`config.mk`:
```
export PLATFORM = sky130hd
export DESIGN_NAME = text_punctuation_filter_core_flat
export DESIGN_NICKNAME = d
export VERILOG_FILES = /design/src/rtl/tpf_pkg.sv /design/src/rtl/tpf_ifs.sv /design/src/rtl/tpf_eval.sv /design/src/rtl/tpf_resq.sv /design/src/rtl/text_punctuation_filter_core.sv /design/src/flat_wrapper.sv
export SDC_FILE = /design/constraint.sdc
export NUM_CORES = 1
export LEC_CHECK = 0
export ABC_AREA = 1
export BUFFER_PORTS_ARGS = -buffer_cell sky130_fd_sc_hd__clkbuf_2
export CELL_PAD_IN_SITES_DETAIL_PLACEMENT = 1
export CELL_PAD_IN_SITES_GLOBAL_PLACEMENT = 2
export CORE_MARGIN = 4
export CORE_UTILIZATION = 37
export DETAILED_ROUTE_END_ITERATION = 6
export PLACE_DENSITY = 0.93
export SYNTH_ARGS = -nofsm -noshare
export SYNTH_HDL_FRONTEND = slang
export SYNTH_SLANG_ARGS = --single-unit
```
`constraint.sdc`:
```
create_clock -name clk -period 4.4 [get_ports clk]
set_input_delay 0.22 -clock clk [delete_from_list [all_inputs] [get_ports clk]]
set_output_delay 0.22 -clock clk [all_outputs]
set_load 0.1 [all_outputs]
```
`src/rtl/tpf_pkg.sv`:
```
package tpf_pkg;

	localparam logic [7:0] CH_HYPHEN = 8'h2D;
	localparam logic [7:0] CH_APOS   = 8'h27;
	localparam logic [7:0] CH_SPACE  = 8'h20;

	localparam int MaxResults = 3;

	typedef enum logic [1:0] {
		ACT_KEEP  = 2'd0,
		ACT_SPACE = 2'd1,
		ACT_DROP  = 2'd2
	} action_t;

	typedef struct packed {
		logic [7:0] ch;
		action_t    act;
		logic       last;
	} result_t;

	function automatic logic is_alpha(input logic [7:0] c);
		return c inside {[8'h41:8'h5A], [8'h61:8'h7A]};
	endfunction

	function automatic logic is_digit(input logic [7:0] c);
		return c inside {[8'h30:8'h39]};
	endfunction

	function automatic logic is_punct(input logic [7:0] c);
		return (c inside {[8'h21:8'h7E]}) && !is_alpha(c) && !is_digit(c);
	endfunction

	function automatic action_t decide(input logic [7:0] c, input logic [7:0] n1,
			input logic [7:0] n2, input logic [7:0] p);
		action_t act;
		act = ACT_KEEP;
		if (is_digit(c)) begin
			act = ACT_DROP;
		end else if (c == CH_HYPHEN) begin
			if ((is_alpha(p) || p == CH_HYPHEN) && (is_alpha(n1) || n1 == CH_HYPHEN)) begin
				if (n1 == CH_HYPHEN && !is_alpha(n2)) begin
					act = ACT_DROP;
				end
			end else begin
				act = ACT_DROP;
			end
		end else if (c == CH_APOS) begin
			if (!(is_alpha(p) && is_alpha(n1))) begin
				act = ACT_DROP;
			end
		end else if (is_punct(c)) begin
			if (is_alpha(n1) || is_digit(n1) || is_punct(n1)) begin
				act = ACT_DROP;
			end else begin
				act = ACT_SPACE;
			end
		end
		return act;
	endfunction

	function automatic logic [7:0] next_prev(input logic [7:0] c, input action_t act,
			input logic [7:0] p);
		logic [7:0] r;
		case (act)
			ACT_KEEP:  r = c;
			ACT_SPACE: r = CH_SPACE;
			default:   r = p;
		endcase
		return r;
	endfunction

endpackage

```
`src/rtl/tpf_ifs.sv`:
```
interface tpf_chr_if;
	logic       valid;
	logic       ready;
	logic [7:0] char_in;
	logic       line_end;

	modport source (output valid, output char_in, output line_end, input ready);
	modport sink (input valid, input char_in, input line_end, output ready);
endinterface

interface tpf_res_if;
	logic       valid;
	logic       ready;
	logic [7:0] char_out;
	logic [1:0] action;
	logic       line_last;

	modport source (output valid, output char_out, output action, output line_last,
		input ready);
	modport sink (input valid, input char_out, input action, input line_last,
		output ready);
endinterface

```
`src/rtl/tpf_eval.sv`:
```
module tpf_eval import tpf_pkg::*; (
	input  logic                       clk,
	input  logic                       arst_n,
	input  logic                       fire,
	input  logic [7:0]                 ch,
	input  logic                       last,
	output logic [1:0]                 count,
	output result_t [MaxResults-1:0]   res
);

	logic [7:0] buf0_q;
	logic [7:0] buf1_q;
	logic [1:0] cnt_q;
	logic [7:0] prev_q;

	logic [7:0] seqx [MaxResults+2];
	action_t    act_l [MaxResults];
	logic [7:0] prev_l;
	logic [1:0] n_line;
	action_t    act_s;

	always_comb begin
		seqx[3] = '0;
		seqx[4] = '0;
		case (cnt_q)
			2'd0: begin
				seqx[0] = ch;
				seqx[1] = '0;
				seqx[2] = '0;
			end
			2'd1: begin
				seqx[0] = buf0_q;
				seqx[1] = ch;
				seqx[2] = '0;
			end
			default: begin
				seqx[0] = buf0_q;
				seqx[1] = buf1_q;
				seqx[2] = ch;
			end
		endcase
		n_line = cnt_q + 2'd1;

		prev_l = prev_q;
		for (int i = 0; i < MaxResults; i++) begin
			act_l[i] = decide(seqx[i], seqx[i+1], seqx[i+2], prev_l);
			prev_l   = next_prev(seqx[i], act_l[i], prev_l);
		end

		act_s = decide(buf0_q, buf1_q, ch, prev_q);
	end

	always_comb begin
		if (last) begin
			count = n_line;
			for (int i = 0; i < MaxResults; i++) begin
				res[i].ch   = seqx[i];
				res[i].act  = act_l[i];
				res[i].last = (2'(i) == n_line - 2'd1);
			end
		end else begin
			count = (cnt_q == 2'd2) ? 2'd1 : 2'd0;
			res[0].ch   = buf0_q;
			res[0].act  = act_s;
			res[0].last = 1'b0;
			for (int i = 1; i < MaxResults; i++) begin
				res[i].ch   = seqx[i];
				res[i].act  = act_l[i];
				res[i].last = 1'b0;
			end
		end
	end

	always_ff @(posedge clk or negedge arst_n) begin
		if (!arst_n) begin
			buf0_q <= '0;
			buf1_q <= '0;
			cnt_q  <= '0;
			prev_q <= '0;
		end else if (fire) begin
			if (last) begin
				buf0_q <= '0;
				buf1_q <= '0;
				cnt_q  <= '0;
				prev_q <= '0;
			end else if (cnt_q == 2'd2) begin
				buf0_q <= buf1_q;
				buf1_q <= ch;
				prev_q <= next_prev(buf0_q, act_s, prev_q);
			end else begin
				if (cnt_q[0]) begin
					buf1_q <= ch;
				end else begin
					buf0_q <= ch;
				end
				cnt_q <= cnt_q + 2'd1;
			end
		end
	end

endmodule

```
`src/rtl/tpf_resq.sv`:
```
module tpf_resq import tpf_pkg::*; (
	input  logic                     clk,
	input  logic                     arst_n,
	input  logic                     load,
	input  logic [1:0]               count,
	input  result_t [MaxResults-1:0] res,
	output logic                     can_load,
	tpf_res_if.source                results
);

	result_t [MaxResults-1:0] res_q;
	logic [1:0]               cnt_q;
	logic [1:0]               rd_q;
	logic                     pop;
	result_t                  head;

	always_comb begin
		case (rd_q)
			2'd0:    head = res_q[0];
			2'd1:    head = res_q[1];
			default: head = res_q[2];
		endcase
	end

	assign pop      = results.valid && results.ready;
	assign can_load = (cnt_q == 2'd0) || (cnt_q == 2'd1 && pop);

	assign results.valid     = (cnt_q != 2'd0);
	assign results.char_out  = head.ch;
	assign results.action    = head.act;
	assign results.line_last = head.last;

	always_ff @(posedge clk or negedge arst_n) begin
		if (!arst_n) begin
			cnt_q <= '0;
			rd_q  <= '0;
		end else if (load) begin
			cnt_q <= count;
			rd_q  <= '0;
		end else if (pop) begin
			cnt_q <= cnt_q - 2'd1;
			rd_q  <= rd_q + 2'd1;
		end
	end

	always_ff @(posedge clk) begin
		if (load) begin
			res_q <= res;
		end
	end

endmodule

```
`src/rtl/text_punctuation_filter_core.sv`:
```
// Channel   Role   Beat payload
// chars     sink   char_in[7:0], line_end
// results   source char_out[7:0], action[1:0], line_last
//
// A character beat is registered, evaluated once the result queue can take it, and
// its results go into a three-entry result queue that drives results. One beat per
// cycle is sustained inside a line while results are taken; a line-end beat yields
// up to three results, one per cycle while results are taken, and holds off input
// until the queue is down to its last entry. Reset clears the lookahead, the queue
// and the stage valid. A results stall backs up into chars.ready in the same cycle.
module text_punctuation_filter_core import tpf_pkg::*; (
	input  logic      clk,
	input  logic      arst_n,
	tpf_chr_if.sink   chars,
	tpf_res_if.source results
);

	logic                     valid_s1;
	logic [7:0]               char_s1;
	logic                     last_s1;
	logic                     can_load;
	logic                     fire;
	logic [1:0]               count;
	result_t [MaxResults-1:0] res;

	assign fire        = valid_s1 && can_load;
	assign chars.ready = !valid_s1 || fire;

	always_ff @(posedge clk or negedge arst_n) begin
		if (!arst_n) begin
			valid_s1 <= 1'b0;
		end else if (chars.valid && chars.ready) begin
			valid_s1 <= 1'b1;
		end else if (fire) begin
			valid_s1 <= 1'b0;
		end
	end

	always_ff @(posedge clk) begin
		if (chars.valid && chars.ready) begin
			char_s1 <= chars.char_in;
			last_s1 <= chars.line_end;
		end
	end

	tpf_eval u_eval (
		.clk    (clk),
		.arst_n (arst_n),
		.fire   (fire),
		.ch     (char_s1),
		.last   (last_s1),
		.count  (count),
		.res    (res)
	);

	tpf_resq u_resq (
		.clk      (clk),
		.arst_n   (arst_n),
		.load     (fire),
		.count    (count),
		.res      (res),
		.can_load (can_load),
		.results  (results)
	);

endmodule

```
`src/flat_wrapper.sv`:
```
// flat-port wrapper written by rule: the top's interface ports become plain ports
module text_punctuation_filter_core_flat import tpf_pkg::*;
  (clk, arst_n, chars_valid, chars_char_in, chars_line_end, chars_ready, results_valid, results_char_out, results_action, results_line_last, results_ready);
  tpf_chr_if chars_i ();
  tpf_res_if results_i ();
  input  logic clk;
  input  logic arst_n;
  input wire logic [$bits(chars_i.valid)-1:0] chars_valid;
  input wire logic [$bits(chars_i.char_in)-1:0] chars_char_in;
  input wire logic [$bits(chars_i.line_end)-1:0] chars_line_end;
  output wire logic [$bits(chars_i.ready)-1:0] chars_ready;
  output wire logic [$bits(results_i.valid)-1:0] results_valid;
  output wire logic [$bits(results_i.char_out)-1:0] results_char_out;
  output wire logic [$bits(results_i.action)-1:0] results_action;
  output wire logic [$bits(results_i.line_last)-1:0] results_line_last;
  input wire logic [$bits(results_i.ready)-1:0] results_ready;
  assign chars_i.valid = chars_valid;
  assign chars_i.char_in = chars_char_in;
  assign chars_i.line_end = chars_line_end;
  assign chars_ready = chars_i.ready;
  assign results_valid = results_i.valid;
  assign results_char_out = results_i.char_out;
  assign results_action = results_i.action;
  assign results_line_last = results_i.line_last;
  assign results_i.ready = results_ready;
  text_punctuation_filter_core u_core (.clk(clk), .arst_n(arst_n), .chars(chars_i), .results(results_i));
endmodule
```
==> results of run 1 <==
kinds of logic after synthesis:
logic type / share of synthesized area
buffers and inverters: 0.0791
AND/OR/NAND/NOR: 0.331
flip-flops: 0.429
adder cells (fa/ha/maj): 0.0237
AO/OA/AOI/OAI: 0.137
per-layer routing:
layer	share of wire	vias to the layer above
li1	-	2117
met2	0.48	95
met3	0.050	18
met4	0.016	2
met1	0.46	2186
met5	0.00088	-
worst paths after layout:
check	from	cells past startpoint	slack, ns	end
setup / recovery	u_core.u_eval.cnt_q[0]	21	0.67	u_core.u_resq.res_q[13]
hold / removal	chars_char_in[2]	1	0.06	u_core.char_s1[2]
setup reg to reg	u_core.u_eval.cnt_q[0]	21	0.67	u_core.u_resq.res_q[13]
hold reg to reg	u_core.u_resq.cnt_q[0]	1	0.51	u_core.u_resq.cnt_q[0]
max in group asynchronous	arst_n	2	3.33	u_core.u_eval.buf1_q[6]
min in group asynchronous	arst_n	2	0.55	u_core.valid_s1
layout by cell type, fill, tap and decap left out, types with 5 or more instances in the layout:
| cell type | Yosys | routed |
|---|---|---|
| nand2_1 | 176 | 176 |
| inv_1 | 72 | 72 |
| nor2_1 | 66 | 65 |
| edfxtp_1 | 42 | 42 |
| o21ai_0 | 41 | 41 |
| nand3_1 | 41 | 41 |
| dfrtp_1 | 31 | 31 |
| clkbuf_2 | 0 | 25 |
| a22oi_1 | 21 | 21 |
| nand2_2 | 19 | 19 |
| nand4_1 | 11 | 11 |
| a21oi_1 | 11 | 11 |
| nor3_1 | 9 | 9 |
| ha_1 | 9 | 9 |
| clkbuf_16 | 0 | 9 |
| nor2_4 | 5 | 6 |
| a21boi_0 | 5 | 5 |
per-stage QoR:
stage / cells / worst slack, ns / utilization / instance area [sq um] / hold WS, ns
after detailed placement: 806 / 0.700 / 0.400 / 5020 / 0.348
final: 823 / 0.672 / 0.423 / 5320 / 0.0573
after global routing: 823 / 0.313 / 0.423 / 5320 / 0.0357
after global placement: 806 / 0.877 / 0.400 / 5020 / 0.337
after CTS: 823 / 0.674 / 0.423 / 5320 / 0.0459
after floorplan: 622 / 1.11 / - / 4740 / -0.0756
timing repair:
item                      CTS  global route
buffers inserted            0             0
hold endpoints to repair   31             0
hold buffers                1             0
final cells by class:
class	count	area, sq um	area share
clock inverters	4	46.3	0.00871
repair buffers	27	143	0.0268
clock buffers	12	236	0.0445
flip-flops and latches	73	2040	0.383
multi-input cells	456	2340	0.440
inverters	79	299	0.0563
well taps	172	215	0.0405
registers in the layout, indices dropped and copies added (netlist names):
signal                cells
u_core.u_resq.res_q      33
u_core.u_eval.buf1_q      8
u_core.u_eval.prev_q      8
u_core.char_s1            8
u_core.u_resq.rd_q        2
u_core.valid_s1           1
u_core.u_eval.cnt_q       2
u_core.u_resq.cnt_q       2
u_core.last_s1            1
u_core.u_eval.buf0_q      8
==> results.toml, run 1 <==
[status]
status = "finished, final reports clean"

[floorplanning]
dieArea_sq_um = 14700
die_h_microns = 121
core-area_sq_um = 12600
ios = 26
rows = 41
die_x_microns = 121
initial_utilization = 0.377

[run]
cap_violations = 0

[yosys]
yosys-top-cells-count = "nand2_1 (176), inv_1 (72), nor2_1 (66), edfxtp_1 (42)"
netlist_instances = 622
synth_area_leaders = "edfxtp_1 (27%), dfrtp_1 (16%), nand2_1 (14%)"
synth.avg_cell_area_sq_um = 7.63
yosysTopAreaCell = "edfxtp_1"
yosysMostFrequentCell = "nand2_1"
netlist_area_sq_um = 4740
synth_nets = 644
yosysUniqueCellTypes = 46
ys_seq_elements = 73
yosysWarnings = 0
seq_area_frac_synth = 0.429
async_flop_share = 0.425
yosysTopAreaCellShare = 0.266
yosys_most_used_dff = "edfxtp_1"
synth_edf_count = 42

[place]
place_congestion = 0.973
portBuffers = 25
dp_hpwl_mm = 11.8

[cts]
clock_path_buffers = 2
path_clk_slew_ns = 0.06
tritoncts = "yes"
clock-sinks = 73
cts_made_buffers = 9
htree_levels = 3
clkLatencyLatePin_ns = 0.34
ctsResizeCount = 0
root_buffer = "clkbuf_16"

[critical_path]
path_buf_inv = 1
cp_data_arrival_time_ns = 3.82
cp_common_cell = "nand2_1"
cp_max_fo = 12
cp_slowest_stage_delay_ns = 0.57
end_kind = "flop"
critPathLaunchType = "flop"
cp_top_family = "simple AND/OR/NAND/NOR gates"
crit_type = "flop to flop"
worstPathRequired_ns = 4.49
worstPathCellList = "inv_1 -> ha_1 -> nor2_4 -> a21boi_0 -> nand2_1 -> nor2_1 -> nand2_1 -> nand2_1 -> nand2_1 -> nand2_1 -> nand2_2 -> nor2_4 -> nand3_1 -> nand2_2 -> nand2_2 -> nor3b_2 -> nand2_1 -> nand2_1 -> nand2_1 -> nand2_1 -> nand2_1"
slowest_stage = "ha_1"

[global_route]
grt_first_pass_wirelength_mm = 24.4
use_met2 = 0.357
grtUsageMet1 = 0.292
grt_pass1_vias = 4572
antenna_found_initial = 1
grt_usage = 0.216
busiest_layer = "met2"
grt.overflow.total = 0
grt_max_degree = 33
met3_usage = 0.0382

[sta]
finalSetupViolations = 0
worst_slew_pin_slew_ns = 0.880
fin_crit_ns = 3.73
fmax_mhz = 268
grt_setup_unrepaired = "no"
final_hold_viol_count = 0
slew_headroom = 0.410
skew_ns = 0.00341
fin_crit_sh = 0.847
drv_slew = 0
finalSetupTns_ns = 0

[routing]
ant_nets = 0
drtIter0Drc = 225
viasPerCell = 5.37
routedWlPerCell_microns = 18.0
drc = 0
routed_wl_mm = 14.8
num_vias = 4418
drt-pass1-iter-count = 4

[cells_and_area]
syn2layout_area_growth_pct = 12.1
fill_cells = 1549
nNetsFinal = 668
drive_gt1_frac = 0.132
antenna_cells = 0

[hold_path]
hp-class = "input pin to flop"
Power of run 1 is left out: the tool's default activity adds up to more than one toggle a clock period on the data nets, which glitch-free logic cannot reach.
==> run 2, diff against run 1 <==
--- a/config.mk
+++ b/config.mk
@@ -10,9 +10,9 @@
 export CELL_PAD_IN_SITES_DETAIL_PLACEMENT = 1
 export CELL_PAD_IN_SITES_GLOBAL_PLACEMENT = 2
 export CORE_MARGIN = 4
-export CORE_UTILIZATION = 37
+export CORE_UTILIZATION = 33
 export DETAILED_ROUTE_END_ITERATION = 6
-export PLACE_DENSITY = 0.93
+export PLACE_DENSITY = 0.88
 export SYNTH_ARGS = -nofsm -noshare
 export SYNTH_HDL_FRONTEND = slang
 export SYNTH_SLANG_ARGS = --single-unit
==> constraint.sdc (replaced) <==
create_clock -name clk -period 3.1 [get_ports clk]
set_input_delay 0.155 -clock clk [delete_from_list [all_inputs] [get_ports clk]]
set_output_delay 0.155 -clock clk [all_outputs]
set_load 0.1 [all_outputs]
==> results.toml, run 2 (synthesis gave the netlist of run 1 again) <==
[floorplanning]
dieArea_sq_um = 16400
core-area_sq_um = 14000
initial_utilization = 0.339
ios = 26
die_x_microns = 128
die_h_microns = 128
rows = 43

[cells_and_area]
antenna_cells = 0
drive_gt1_frac = 0.225
syn2layout_area_growth_pct = 23.8
mostFrequentLayoutCell = "nand2_1"
top_register = "u_core.u_resq.res_q"
final_cell_mix = "nand2_1 (170), inv_1 (69), nor2_1 (52)"
nNetsFinal = 706
finish.utilization = 0.420
largest_register_ffs = 33

[routing]
routed_wl_mm = 15.3
drc = 0
num_vias = 4541
routedWlPerCell_microns = 17.6
ant_nets = 0
drt-pass1-iter-count = 5
drtIter0Drc = 277
viasPerCell = 5.23

[cts]
clock_path_buffers = 2
root_buffer = "clkbuf_16"
path_clk_slew_ns = 0.06
clock-sinks = 73
htree_levels = 3
cts_made_buffers = 9
tritoncts = "yes"
clkLatencyLatePin_ns = 0.35

[sta]
fin_crit_ns = 3.12
slew_headroom = 0.390
finalSetupViolations = 1
fin_crit_sh = 1.01
fmax_mhz = 321
grt_setup_unrepaired = "yes"
skew_ns = 0.0105
final_hold_viol_count = 0
finalWorstSetupSlack_ns = -0.0157
timing.hold.ws_ns = 0.0291
worst_slew_pin_slew_ns = 0.909
finalSetupTns_ns = -0.0157
drv_slew = 0

[run]
cap_violations = 0

[global_route]
grt_pass1_vias = 4593
antenna_found_initial = 0
grt_first_pass_wirelength_mm = 24.3
grt_max_degree = 37
grt.overflow.total = 0
grt_usage = 0.193

[critical_path]
cp_data_arrival_time_ns = 3.21
crit_type = "flop to flop"
reg2reg_slack_ns = -0.02
cp_max_fo = 8
worstPathRequired_ns = 3.19
critPathLaunchType = "flop"
end_kind = "flop"

[place]
dp_hpwl_mm = 11.8
place_congestion = 0.856
dpl_worst_slack_ns = -0.217
portBuffers = 25

[status]
violations = "setup timing"
status = "finished with violations"

[hold_path]
hp-class = "input pin to flop"
run 2: cell count changes in the layout (fill, tap and decap cells not counted), sizes merged, moves of 2 or more:
cell / change
buf: +27
dlygate4sd3: +9
clkbuf: -3
inv: +3
clkinv: +2
run 2: timing repair:
item | CTS | global route
gates cloned | 0 | 2
resized for setup | 10 | 55
endpoints found under the setup margin | 1 | 1
buffers inserted | 0 | 9
pin swaps | 1 | 25
hold buffers | 10 | 0
hold endpoints to repair | 40 | 0
run 2: metal layers:
metal	vias to the layer above	part of all wire	track usage
li1	2198	-	-
met1	2213	0.45	0.254
met2	104	0.47	0.312
met3	26	0.054	0.0463
met4	0	0.021	0.0630
met5	-	0	0
run 2: worst max-delay path: stages (launching register included):
cell	delay, ns
dfrtp_2	0.45
inv_2	0.09
ha_4	0.20
buf_6	0.15
nand2_8	0.06
a21oi_4	0.22
nand2_4	0.11
buf_4	0.14
nor2_2	0.08
nand3_1	0.09
nand2_1	0.09
nand2_2	0.08
nand2_2	0.08
nor2_4	0.06
nand2_4	0.08
nand2_8	0.07
nor2_4	0.18
a22oi_2	0.09
buf_4	0.15
nor2_4	0.08
nand4_1	0.08
a21oi_1	0.15
nand2_1	0.07
run 2: layout make-up:
| class | count | area, sq um |
|---|---|---|
| fillers | 1702 | 8120 |
| multi-input cells | 458 | 2590 |
| flip-flops and latches | 73 | 2040 |
| repair buffers | 63 | 444 |
| inverters | 79 | 299 |
| clock buffers | 9 | 225 |
| well taps | 180 | 225 |
| clock inverters | 7 | 53.8 |
run 2: final timing paths:
check | from | cells past startpoint | endpoint
hold / removal | chars_valid | 3 | u_core.valid_s1
setup reg to reg | u_core.u_eval.cnt_q[0] | 22 | u_core.u_resq.res_q[13]
min in group asynchronous | arst_n | 2 | u_core.valid_s1
setup / recovery | u_core.u_eval.cnt_q[0] | 22 | u_core.u_resq.res_q[13]
max in group asynchronous | arst_n | 2 | u_core.u_eval.cnt_q[0]
hold reg to reg | u_core.u_resq.cnt_q[0] | 1 | u_core.u_resq.cnt_q[0]
run 2: stage by stage:
| step | cells | cell area [sq um] |
|---|---|---|
| finish | 869 | 5870 |
| global route | 869 | 5870 |
| CTS | 858 | 5580 |
| detailed placement | 832 | 5170 |
| global placement | 832 | 5170 |
| floorplan | 622 | 4750 |
Power of run 2 is left out for the same reason.
==> run 3, diff against run 2 <==
--- a/config.mk
+++ b/config.mk
@@ -12,7 +12,8 @@
 export CORE_MARGIN = 4
 export CORE_UTILIZATION = 33
 export DETAILED_ROUTE_END_ITERATION = 6
-export PLACE_DENSITY = 0.88
+export PLACE_DENSITY = 0.86
+export SLEW_MARGIN = 10
 export SYNTH_ARGS = -nofsm -noshare
 export SYNTH_HDL_FRONTEND = slang
 export SYNTH_SLANG_ARGS = --single-unit
==> results.toml, run 3 (synthesis gave the netlist of run 1 again) <==
[status]
status = "finished, final reports clean"

[global_route]
antenna_found_initial = 0
grt_first_pass_wirelength_mm = 24.6
grt_pass1_vias = 4624
grt_max_degree = 35
grt_usage = 0.193
grt.overflow.total = 0

[sta]
drv_slew = 0
slew_headroom = 0.373
fin_crit_ns = 3.06
timing.hold.ws_ns = 0.0279
grt_setup_unrepaired = "yes"
finalSetupTns_ns = 0
worst_slew_pin_slew_ns = 0.934
fin_crit_sh = 0.988
final_hold_viol_count = 0
skew_ns = 0.0135
finalSetupViolations = 0
fmax_mhz = 327

[floorplanning]
die_h_microns = 128
dieArea_sq_um = 16400
die_x_microns = 128
initial_utilization = 0.339
core-area_sq_um = 14000
rows = 43
ios = 26

[cts]
htree_levels = 3
clock-sinks = 73
clock_path_buffers = 2
clkLatencyLatePin_ns = 0.35
path_clk_slew_ns = 0.06
root_buffer = "clkbuf_16"
tritoncts = "yes"
cts_made_buffers = 9

[cells_and_area]
syn2layout_area_growth_pct = 24.2
drive_gt1_frac = 0.216
antenna_cells = 0
final_cell_mix = "nand2_1 (167), inv_1 (68), nor2_1 (59)"
top_register = "u_core.u_resq.res_q"
finish.utilization = 0.421
largest_register_ffs = 33
mostFrequentLayoutCell = "nand2_1"
stdcell_count = 870
nNetsFinal = 707

[critical_path]
reg2reg_slack_ns = 0.04
r2r-end = "u_core.u_resq.res_q[13]"
cp_max_fo = 8
critPathLaunch = "u_core.u_eval.cnt_q[0]"
cp_slowest_stage_delay_ns = 0.41
crit_type = "flop to flop"
slowest_stage = "dfrtp_1"
path_buf_inv = 3
cp.depth = 25
cp_common_cell = "nand2_1"
worstPathRequired_ns = 3.20
cp_data_arrival_time_ns = 3.16
rr_worst_depth = 25
critPathCapture = "u_core.u_resq.res_q[13]"
r2r_start = "u_core.u_eval.cnt_q[0]"
cp_top_family = "simple AND/OR/NAND/NOR gates"
critPathLaunchType = "flop"
end_kind = "flop"

[place]
post-place-cells = 832
place_congestion = 0.911
dp_hpwl_mm = 11.8
portBuffers = 25

[routing]
routedWlPerCell_microns = 17.8
drtIter0Drc = 274
viasPerCell = 5.17
num_vias = 4501
ant_nets = 0
routed_wl_mm = 15.5
drc = 0
drt-pass1-iter-count = 5

[run]
cap_violations = 0

[hold_path]
hp-class = "input pin to flop"
hp-start = "chars_valid"
-- run 3: cell count changes in the layout (fill, tap and decap cells not counted), moves of 3 or more --
| cell | before | now |
|---|---|---|
| nand2_2 | 18 | 21 |
| nor2_2 | 12 | 7 |
| nor2_1 | 52 | 59 |
| nand2_1 | 170 | 167 |
-- run 3: final cells by class --
cell class	instances	area (sq um)
multi-input combinational	458	2520
tap	180	225
timing repair buffer	64	474
inverter	79	307
clock buffer	9	225
clock inverter	7	101
fill	1720	8100
sequential	73	2040
-- run 3: worst min-delay path by stage --
stage	to	slack, ns	cells past startpoint
after floorplan	u_core.u_eval.buf0_q[0]	-0.14	0
final	u_core.valid_s1	0.03	3
after global routing	u_core.valid_s1	0.05	3
after CTS	u_core.valid_s1	0.01	3
after global placement	u_core.valid_s1	0.28	1
after detailed placement	u_core.u_resq.cnt_q[1]	0.30	1
-- run 3: per-layer routing --
| metal | track usage | vias up | routed length, microns |
|---|---|---|---|
| met5 | 0 | - | 0 |
| met4 | 0.0830 | 0 | 331 |
| met3 | 0.0333 | 23 | 620 |
| met2 | 0.308 | 102 | 7360 |
| met1 | 0.260 | 2177 | 7150 |
| li1 | - | 2199 | - |
-- run 3: tightest hold or removal path: cells and delay by family --
kind,cells,cell delay [ns]
and+or+nand+nor,2,0.12
buffers and inverters,1,0.07
-- run 3: metrics by stage --
step	setup slack, ns	instance area [sq um]
floorplan	0.313	4750
global placement	-0.0361	5170
detailed placement	-0.163	5170
CTS	0.00672	5640
global route	-0.190	5890
finish	0.0376	5890
-- run 3: timing repair --
| item | CTS | global route |
|---|---|---|
| cloned | 0 | 2 |
| gates resized for setup | 8 | 49 |
| hold endpoints to repair | 40 | 0 |
| hold buffers | 10 | 0 |
| pin swaps | 1 | 20 |
| setup endpoints to repair | 1 | 1 |
| setup buffers | 2 | 8 |
Power of run 3 is left out for the same reason.
